--- src/hdl/lsp_pkg.sv ---
// ============================================================================
// lsp_pkg
// Shared types and constants for the bounded LIFO stack with palindrome check.
// ============================================================================
package lsp_pkg;

  // Stack geometry
  localparam int DEPTH = 8;
  localparam int AW    = (DEPTH > 1) ? $clog2(DEPTH) : 1;
  localparam int CW    = $clog2(DEPTH + 1);
  localparam int WW    = 32;

  typedef enum logic [1:0] {
    CMD_PUSH  = 2'd0,
    CMD_POP   = 2'd1,
    CMD_CHECK = 2'd2,
    CMD_DUMP  = 2'd3
  } command_t;

  typedef enum logic [1:0] {
    ST_OK       = 2'd0,
    ST_OVERFLOW = 2'd1,
    ST_EMPTY    = 2'd2
  } status_t;

  typedef enum logic [2:0] {
    S_IDLE,
    S_RESULT,
    S_POP_WAIT,
    S_CHK_RD,
    S_CHK_CMP,
    S_DMP_RD,
    S_DMP_OUT
  } fsm_state_t;

  typedef struct packed {
    command_t               command;
    logic signed [WW-1:0]   push_value;
  } lsp_in_t;

  typedef struct packed {
    status_t                status;
    logic signed [WW-1:0]   data_word;
    logic                   is_palindrome;
    logic [3:0]             fill_level;
    logic                   last;
  } lsp_out_t;

endpackage

--- src/hdl/lifo_stack_with_palindrome_check.sv ---
// ============================================================================
// lifo_stack_with_palindrome_check
// Bounded LIFO stack of signed words with palindrome check and dump.
// ============================================================================
// Usage:
//   cmd channel (cmd_valid/cmd_ready/cmd_data) carries one command per
//   transfer: push, pop, palindrome check or dump. res channel
//   (res_valid/res_ready/res_data) returns the results; the final result of
//   each command has last set. Push, pop and check give one result each, a
//   dump gives one result per held word, top first (one empty result if the
//   stack holds nothing).
//   Commands are handled one at a time; cmd_ready is high when the block is
//   between commands. The words sit in a memory with registered read data;
//   check and dump cost one read plus one compare or output step per pair
//   or word.
//   Reset empties the stack and drops any pending result. When the receiver
//   stalls, the result holds in the output register and the sequencer waits.
// ============================================================================
module lifo_stack_with_palindrome_check (
  input  logic              clk,
  input  logic              rst,
  input  logic              cmd_valid,
  output logic              cmd_ready,
  input  lsp_pkg::lsp_in_t  cmd_data,
  output logic              res_valid,
  input  logic              res_ready,
  output lsp_pkg::lsp_out_t res_data
);
  import lsp_pkg::*;

  fsm_state_t        state, state_next;
  logic [CW-1:0]     count, count_next;
  logic [AW-1:0]     lo, lo_next;
  logic [AW-1:0]     hi, hi_next;
  status_t           res_status, res_status_next;
  logic              res_pal, res_pal_next;

  logic              wr_en;
  logic              rd_en;
  logic [AW-1:0]     rd_addr_a;
  logic signed [WW-1:0] rd_data_a, rd_data_b;

  logic              slot_free;
  logic              load;
  lsp_out_t          load_data;
  logic [AW:0]       span;

  lsp_mem u_mem (
    .clk       (clk),
    .wr_en     (wr_en),
    .wr_addr   (AW'(count)),
    .wr_data   (cmd_data.push_value),
    .rd_en     (rd_en),
    .rd_addr_a (rd_addr_a),
    .rd_addr_b (hi),
    .rd_data_a (rd_data_a),
    .rd_data_b (rd_data_b)
  );

  assign slot_free = !res_valid || res_ready;
  assign span      = (AW+1)'(hi) - (AW+1)'(lo);

  // Sequence commands
  always_comb begin
    state_next      = state;
    count_next      = count;
    lo_next         = lo;
    hi_next         = hi;
    res_status_next = res_status;
    res_pal_next    = res_pal;
    cmd_ready       = (state == S_IDLE);
    wr_en           = 1'b0;
    rd_en           = 1'b0;
    rd_addr_a       = lo;
    load            = 1'b0;
    load_data       = '0;
    load_data.fill_level = 4'(count);

    unique case (state)
      S_IDLE: begin
        if (cmd_valid) begin
          res_status_next = ST_OK;
          res_pal_next    = 1'b0;
          unique case (cmd_data.command)
            CMD_PUSH: begin
              if (count >= CW'(DEPTH)) begin
                res_status_next = ST_OVERFLOW;
              end else begin
                wr_en      = 1'b1;
                count_next = count + CW'(1);
              end
              state_next = S_RESULT;
            end
            CMD_POP: begin
              if (count == '0) begin
                res_status_next = ST_EMPTY;
                state_next      = S_RESULT;
              end else begin
                count_next = count - CW'(1);
                rd_en      = 1'b1;
                rd_addr_a  = AW'(count - CW'(1));
                state_next = S_POP_WAIT;
              end
            end
            CMD_CHECK: begin
              if (count <= CW'(1)) begin
                res_pal_next = 1'b1;
                state_next   = S_RESULT;
              end else begin
                lo_next    = '0;
                hi_next    = AW'(count - CW'(1));
                state_next = S_CHK_RD;
              end
            end
            CMD_DUMP: begin
              if (count == '0) begin
                res_status_next = ST_EMPTY;
                state_next      = S_RESULT;
              end else begin
                hi_next    = AW'(count - CW'(1));
                state_next = S_DMP_RD;
              end
            end
          endcase
        end
      end
      S_RESULT: begin
        if (slot_free) begin
          load                    = 1'b1;
          load_data.status        = res_status;
          load_data.is_palindrome = res_pal;
          load_data.last          = 1'b1;
          state_next              = S_IDLE;
        end
      end
      S_POP_WAIT: begin
        if (slot_free) begin
          load                = 1'b1;
          load_data.status    = ST_OK;
          load_data.data_word = rd_data_a;
          load_data.last      = 1'b1;
          state_next          = S_IDLE;
        end
      end
      S_CHK_RD: begin
        rd_en      = 1'b1;
        state_next = S_CHK_CMP;
      end
      S_CHK_CMP: begin
        if (rd_data_a != rd_data_b) begin
          res_pal_next = 1'b0;
          state_next   = S_RESULT;
        end else if (span <= (AW+1)'(2)) begin
          res_pal_next = 1'b1;
          state_next   = S_RESULT;
        end else begin
          lo_next    = lo + AW'(1);
          hi_next    = hi - AW'(1);
          state_next = S_CHK_RD;
        end
      end
      S_DMP_RD: begin
        rd_en      = 1'b1;
        rd_addr_a  = hi;
        state_next = S_DMP_OUT;
      end
      S_DMP_OUT: begin
        if (slot_free) begin
          load                = 1'b1;
          load_data.status    = ST_OK;
          load_data.data_word = rd_data_a;
          load_data.last      = (hi == '0);
          if (hi == '0) begin
            state_next = S_IDLE;
          end else begin
            hi_next    = hi - AW'(1);
            state_next = S_DMP_RD;
          end
        end
      end
      default: begin
        state_next = S_IDLE;
      end
    endcase
  end

  // Control registers
  always_ff @(posedge clk) begin
    if (rst) begin
      state <= S_IDLE;
      count <= '0;
    end else begin
      state <= state_next;
      count <= count_next;
    end
  end

  // Working registers
  always_ff @(posedge clk) begin
    lo         <= lo_next;
    hi         <= hi_next;
    res_status <= res_status_next;
    res_pal    <= res_pal_next;
  end

  // Output valid: set on load, drop on transfer
  always_ff @(posedge clk) begin
    if (rst) begin
      res_valid <= 1'b0;
    end else if (load) begin
      res_valid <= 1'b1;
    end else if (res_ready) begin
      res_valid <= 1'b0;
    end
  end

  // Output payload
  always_ff @(posedge clk) begin
    if (load) begin
      res_data <= load_data;
    end
  end

`ifndef SYNTHESIS
  a_count_bound: assert property (@(posedge clk) disable iff (rst)
    count <= CW'(DEPTH))
    else $error("stack count above depth");

  a_overflow_full: assert property (@(posedge clk) disable iff (rst)
    res_valid && res_data.status == ST_OVERFLOW |-> res_data.fill_level == 4'(DEPTH))
    else $error("overflow reported on a stack that is not full");

  a_pop_count: assert property (@(posedge clk) disable iff (rst)
    cmd_valid && cmd_ready && cmd_data.command == CMD_POP && count != '0
    |=> count == $past(count) - CW'(1))
    else $error("pop did not drop the count by one");

  a_check_order: assert property (@(posedge clk) disable iff (rst)
    state == S_CHK_CMP |-> lo < hi)
    else $error("palindrome pointers crossed");
`endif

endmodule

--- src/hdl/lsp_mem.sv ---
// ============================================================================
// lsp_mem
// Stack word storage: one write port and two read ports with registered data.
// ============================================================================
module lsp_mem (
  input  logic                          clk,
  input  logic                          wr_en,
  input  logic [lsp_pkg::AW-1:0]        wr_addr,
  input  logic signed [lsp_pkg::WW-1:0] wr_data,
  input  logic                          rd_en,
  input  logic [lsp_pkg::AW-1:0]        rd_addr_a,
  input  logic [lsp_pkg::AW-1:0]        rd_addr_b,
  output logic signed [lsp_pkg::WW-1:0] rd_data_a,
  output logic signed [lsp_pkg::WW-1:0] rd_data_b
);
  import lsp_pkg::*;

  logic signed [WW-1:0] mem [DEPTH];

  // Write one word
  always_ff @(posedge clk) begin
    if (wr_en) begin
      mem[wr_addr] <= wr_data;
    end
  end

  // Read two words, hold data between reads
  always_ff @(posedge clk) begin
    if (rd_en) begin
      rd_data_a <= mem[rd_addr_a];
      rd_data_b <= mem[rd_addr_b];
    end
  end

endmodule

--- config.mk ---
export PLATFORM = sky130hd
export DESIGN_NAME = lifo_stack_with_palindrome_check
export DESIGN_NICKNAME = d
export VERILOG_FILES = /design/src/hdl/lsp_pkg.sv /design/src/hdl/lifo_stack_with_palindrome_check.sv /design/src/hdl/lsp_mem.sv
export SDC_FILE = /design/constraint.sdc
export NUM_CORES = 1
export LEC_CHECK = 0
export ABC_AREA = 1
export BUFFER_PORTS_ARGS = -buffer_cell sky130_fd_sc_hd__buf_2
export CORE_MARGIN = 4
export CORE_UTILIZATION = 35
export DETAILED_ROUTE_END_ITERATION = 8
export PLACE_DENSITY = 0.52
export SYNTH_ARGS = -nofsm -noshare
export SYNTH_HDL_FRONTEND = slang
export SYNTH_SLANG_ARGS = --single-unit
--- constraint.sdc ---
create_clock -name clk -period 7.35 [get_ports clk]
set_clock_uncertainty 0.1 [all_clocks]
set_input_delay 0.735 -clock clk [delete_from_list [all_inputs] [get_ports clk]]
set_output_delay 0.735 -clock clk [all_outputs]
set_load 0.01 [all_outputs]
==> results of run 1 <==
-- metal layers --
layer	part of all wire (%)	wire length (µm)	GRT usage, %	vias up
li1	-	-	-	6675
met1	45	23280	25.10	6586
met2	46	24010	29.45	488
met3	6.1	3165	2.739	84
met4	2.5	1291	5.432	2
met5	0.025	13	0	-
-- layout make-up --
cell class	instances	area, µm²	share of cell area [%]
repair buffers	104	595.6	2.875
inverters	279	1047	5.056
flip-flops and latches	377	11240	54.26
clock inverters	18	81.33	0.3926
multi-input cells	1182	5739	27.71
well taps	688	860.8	4.156
clock buffers	56	1145	5.527
diodes	2	5.005	0.02416
-- worst max path at each step --
stage,end,slack [ns],depth (start not counted)
after floorplan,u_mem.rd_data_a[0]$_DFFE_PP_,1.09,4
after global placement,u_mem.rd_data_a[14]$_DFFE_PP_,3.37,14
after detailed placement,u_mem.rd_data_a[11]$_DFFE_PP_,3.25,14
after CTS,u_mem.rd_data_a[11]$_DFFE_PP_,3.25,14
after global routing,u_mem.rd_data_a[11]$_DFFE_PP_,2.86,14
final,u_mem.rd_data_a[11]$_DFFE_PP_,3.18,14
-- power by group --
part	internal [mW]	total, mW	switching (mW)
Clock	1.09	1.91	0.826
Combinational	0.415	1.46	1.05
Sequential	2.52	2.55	0.0373
Total	4.02	5.92	1.91
-- per-stage QoR --
step	total power, mW	area [µm²]	setup WS [ns]	cells
final	5.925	20710	3.181	2706
after CTS	5.978	20710	3.251	2704
after detailed placement	4.048	19480	3.249	2630
after global placement	4.023	19480	3.368	2630
after floorplan	3.656	18500	1.094	1957
after global routing	6.261	20710	2.855	2704
-- sequential cells by signal, indices dropped and copies added (netlist names) --
signal and count:
u_mem.rd_data_b 32, res_data 40, res_valid 1, hi 3
lo 3, u_mem.rd_data_a 32, res_pal 1, u_mem.mem 256
res_status 2, count 4, state 3
-- synthesized netlist by cell type (2+ instances only) --
cell	number	area share [%]
nand2_1	425	8.6
edfxtp_1	369	60
inv_1	271	5.5
nand3_1	171	4.6
o21ai_0	139	3.8
a21oi_1	138	3.7
nor2_1	103	2.1
o21ai_1	61	1.6
buf_2	60	1.6
clkbuf_1	48	0.97
nand3b_1	33	1.3
a31oi_1	32	1.1
o211ai_1	31	1.3
buf_4	9	0.37
ha_1	9	0.61
dfxtp_1	8	0.87
nor3_1	8	0.22
xnor2_1	8	0.38
inv_2	6	0.12
nand4_1	5	0.17
a221oi_1	3	0.14
a211oi_1	2	0.081
buf_1	2	0.041
clkinv_1	2	0.041
nand3_2	2	0.11
nor2_4	2	0.12
xor2_1	2	0.095
-- cell families (layout without fill, tap and decap cells) --
kind of cell,Yosys count,count (layout)
flip-flops,377,377
buffers and inverters,398,457
adder cells (fa/ha/maj),10,10
AND/OR/NAND/NOR,751,751
XOR/XNOR,10,10
other,0,2
AO/OA/AOI/OAI,411,411
==> results.json, run 1 <==
{
  "grt_overflow": 0,
  "root_buffer": "clkbuf_16",
  "die_area_um2": 56610,
  "cts_resized": 0,
  "setup-tns-final_ns": 0,
  "powerDensity_nw_per_um2": 286.0,
  "track_usage_pct": 18.06,
  "vias": 13840,
  "first_pass_iters": 6,
  "pin_count": 80,
  "critPathArrivalTime_ns": 4.38,
  "ys_seq_elements": 377,
  "maxSlewHeadroom_pct": 21.27,
  "ir_worst_vdd_mv": 0.1752,
  "die_h_um": 237.9,
  "cts.sinks": 377,
  "antenna_found_initial": 2,
  "grt_pass1_vias": 13060,
  "cp_common_cell": "nand2_1",
  "layout_common_cells": "420 x nand2_1, 369 x edfxtp_1, 271 x inv_1",
  "cts_tree": "built",
  "hpwl_um": 29350,
  "crit_path_end_kind": "flip-flop",
  "synthArstFlopShare_pct": 0,
  "min_path_type": "in -> reg",
  "crit_type": "reg -> reg",
  "status": "complete, no violations",
  "syn_area_um2": 18500,
  "synth_adder_area_share_pct": 0.7167,
  "routedWlPerCell_um": 19.13,
  "hold_ws_ns": 0.3296,
  "final_nets": 2033,
  "drt_wl_total_um": 51760,
  "layout_commonest_cell": "nand2_1",
  "whs_endpoint": "u_mem.mem[0][15]$_DFFE_PP_",
  "grt_start_max_net_pins": 219,
  "utilization_pct": 39.50,
  "r2r_setup_slack_ns": 3.18,
  "rsz0062_at_grt": "no",
  "synth_compound_area_share_pct": 12.02,
  "finalHoldViolations": 0,
  "avgViaCountPerCell": 5.113,
  "rr_worst_depth": 14,
  "synth.area.mux_share_pct": 0,
  "cts_max_level": 2,
  "setup_viol": 0,
  "fmax_mhz": 239.9,
  "first_iter_violations": 1225,
  "tightestPinTransition_ns": 1.181,
  "fillCellCount": 5116,
  "synthXorXnorAreaFrac_pct": 0.4733,
  "max_stage_delay_ns": 0.72,
  "min-delay-start": "cmd_data[15]",
  "syn_area_per_cell_um2": 9.455,
  "cts_setup_buffers": 0,
  "drive_above_1_share_pct": 9.226,
  "ys_seq_area_share_pct": 60.75,
  "fp-row-count": 84,
  "worstReg2RegStart": "count[1]$_SDFFE_PP0P_",
  "io_buffer_count": 79,
  "synth_top_family_by_area": "simple AND/OR/NAND/NOR gates",
  "drcViolationCount": 0,
  "fp.coreArea_um2": 52450,
  "syn-num-nets": 2005,
  "drv_cap": 0,
  "holdPathStages": 1,
  "grt_pass1_wl_um": 79710,
  "cp-startpoint": "count[1]$_SDFFE_PP0P_",
  "fin_crit_sh_pct": 56.72,
  "crit_chain": "inv_1 -> ha_1 -> nand2_1 -> nand3_2 -> nand2_1 -> nand3_1 -> nand2_4 -> buf_4 -> buf_4 -> nand3_1 -> nand3_1 -> o21ai_1 -> nand2_1 -> nand2_1",
  "place_congestion": 0.7835,
  "critPathMaxFanout": 83,
  "fin_crit_ns": 4.169,
  "ys_types": 35,
  "worstSetupStartpointType": "flip-flop",
  "critPathBufInv": 3,
  "worstReg2RegEnd": "u_mem.rd_data_a[11]$_DFFE_PP_",
  "synthSimpleGateAreaFrac_pct": 17.38,
  "slew_viol_final": 0,
  "initial_core_util_pct": 35.28,
  "worstPathRequired_ns": 7.56,
  "critPathSlowestCell": "buf_4",
  "syn_inst": 1957,
  "yosysWarningCount": 0,
  "areaGrowthSynthToFinish_pct": 11.95,
  "synth_edf_count": 369,
  "clk_latency_ns": 0.57,
  "crit_family": "buffers and inverters",
  "die_w_um": 237.9,
  "clk_path_buf_depth": 3,
  "leakagePower_nw": 8.340,
  "cts_inserted_buffers": 41,
  "ctsHoldBuffers": 0,
  "ant_nets": 0,
  "synthFlopType": "edfxtp_1",
  "clkTransAtPathRegs_ns": 0.06
}
(Power assumes the default switching activity.)
==> run 2, diff against run 1 <==
==> constraint.sdc (replaced) <==
create_clock -name clk -period 3.85 [get_ports clk]
set_clock_uncertainty 0.1 [all_clocks]
set_input_delay 0.385 -clock clk [delete_from_list [all_inputs] [get_ports clk]]
set_output_delay 0.385 -clock clk [all_outputs]
set_load 0.01 [all_outputs]
==> results.json, run 2 (synthesized netlist as in run 1, its figures left out) <==
{
  "status": "complete, no violations",
  "grt_pass1_vias": 13500,
  "grt_start_max_net_pins": 164,
  "max_stage_delay_ns": 0.50,
  "grt_overflow": 0,
  "io_buffer_count": 79,
  "slew_viol_final": 0,
  "crit_family": "simple AND/OR/NAND/NOR gates",
  "hold_ws_ns": 0.02592,
  "cp_common_cell": "nand2_1",
  "drive_above_1_share_pct": 9.157,
  "crit_chain": "inv_1 -> ha_1 -> nand2_1 -> nand3_2 -> nand2_1 -> nand3_1 -> nand2_4 -> buf_4 -> nand3_1 -> nand3_1 -> o21ai_1 -> nand2_1 -> nand2_1",
  "ant_nets": 0,
  "utilization_pct": 40.40,
  "fin_crit_ns": 3.056,
  "drt_wl_total_um": 53130,
  "tightestPinTransition_ns": 0.9735,
  "initial_core_util_pct": 35.28,
  "critPathMaxFanout": 37,
  "critPathSlowestCell": "dfxtp_1",
  "final_nets": 2067,
  "die_h_um": 237.9,
  "cts_setup_buffers": 0,
  "leakagePower_nw": 8.542,
  "fin_cells": 2742,
  "cts.sinks": 377,
  "finalHoldViolations": 0,
  "areaGrowthSynthToFinish_pct": 14.51,
  "seqCellArea_um2": 11240,
  "critPathBufInv": 2,
  "pin_count": 80,
  "worstSetupStartpointType": "flip-flop",
  "crit_path_end_kind": "flip-flop",
  "rsz0062_at_grt": "no",
  "cts_max_level": 2,
  "first_iter_violations": 1181,
  "critPathArrivalTime_ns": 3.27,
  "setup_viol": 0,
  "reg_top3": "u_mem.mem: 256 flops, res_data: 40 flops",
  "first_pass_iters": 6,
  "place_ws_ns": 0.8246,
  "fin_crit_sh_pct": 79.38,
  "fp.coreArea_um2": 52450,
  "die_w_um": 237.9,
  "multi_input_area_um2": 5739,
  "maxSlewHeadroom_pct": 35.00,
  "clk_path_buf_depth": 3,
  "track_usage_pct": 18.48,
  "grt_pass1_wl_um": 80960,
  "vias": 14150,
  "r2r_setup_slack_ns": 0.79,
  "fmax_mhz": 327.2,
  "avgViaCountPerCell": 5.161,
  "placed_cells": 2634,
  "root_buffer": "clkbuf_16",
  "die_area_um2": 56610,
  "place_congestion": 0.7930,
  "min_path_type": "in -> reg",
  "ir_worst_vdd_mv": 0.3423,
  "regMostFlops": "u_mem.mem",
  "drv_cap": 0,
  "clk_latency_ns": 0.56,
  "cts_inserted_buffers": 42,
  "clkTransAtPathRegs_ns": 0.06,
  "worstPathRequired_ns": 4.07,
  "crit_type": "reg -> reg",
  "hpwl_um": 29820,
  "largest_reg_flops": 256,
  "stdcell_area_um2": 21190,
  "fp-row-count": 84,
  "powerDensity_nw_per_um2": 549.2,
  "drcViolationCount": 0,
  "antenna_found_initial": 2,
  "worst_slack_ns": 0.7940,
  "fillCellCount": 5101,
  "layout_commonest_cell": "nand2_1",
  "layout_common_cells": "420 x nand2_1, 369 x edfxtp_1, 271 x inv_1",
  "dpl_cell_area_um2": 19590,
  "cts_tree": "built",
  "routedWlPerCell_um": 19.38
}
## run 2: cell types whose count changed in the layout (fill, tap and decap cells not counted), sizes merged
cell         change
dlygate4sd3     +29
clkbuf           +5
buf              +4
bufinv           +2
clkinv           -2
diode            -1
inv              -1
## run 2: final timing paths
| check | start | to | cells past startpoint |
|---|---|---|---|
| worst min-delay path | cmd_data[23] | u_mem.mem[1][23]$_DFFE_PP_ | 1 |
| worst max register to register | count[0]$_SDFFE_PP0P_ | u_mem.rd_data_a[27]$_DFFE_PP_ | 13 |
| worst max-delay path | count[0]$_SDFFE_PP0P_ | u_mem.rd_data_a[27]$_DFFE_PP_ | 13 |
| worst min register to register | count[3]$_SDFFE_PP0P_ | count[3]$_SDFFE_PP0P_ | 1 |
## run 2: layout make-up
| type | instances | share of cell area (%) |
|---|---|---|
| clock buffers | 61 | 5.598 |
| well taps | 688 | 4.063 |
| inverters | 279 | 4.942 |
| clock inverters | 17 | 0.5728 |
| diodes | 1 | 0.01181 |
| flip-flops and latches | 377 | 53.05 |
| repair buffers | 137 | 4.677 |
| multi-input cells | 1182 | 27.09 |
## run 2: metal layers
layer  up-vias  global-route usage, %  routed length (µm)
met1      6772                  25.54               23650
met2       491                  29.71               24650
met4         2                  6.794                1690
li1       6759                      -                   -
met3       128                  2.797                3129
met5         -                      0                  13
## run 2: through the flow
| step | setup TNS, ns | total power [mW] |
|---|---|---|
| 2_1_floorplan | -10.27 | 6.976 |
| 3_3_place_gp | 0 | 7.786 |
| 3_5_place_dp | 0 | 7.818 |
| 4_1_cts | 0 | 11.74 |
| 5_1_grt | 0 | 12.29 |
| 6_report | 0 | 11.64 |
## run 2: repair_timing
| item | CTS | global route |
|---|---|---|
| hold buffers | 29 | 0 |
| gates resized for setup | 0 | 0 |
| hold endpoints to repair | 222 | 0 |
## run 2: where the power goes
group,switching (mW),internal [mW],leakage [nW]
registers,0.0732,4.80,3.42
clock network,1.60,2.27,0.635
logic,2.04,0.859,4.49
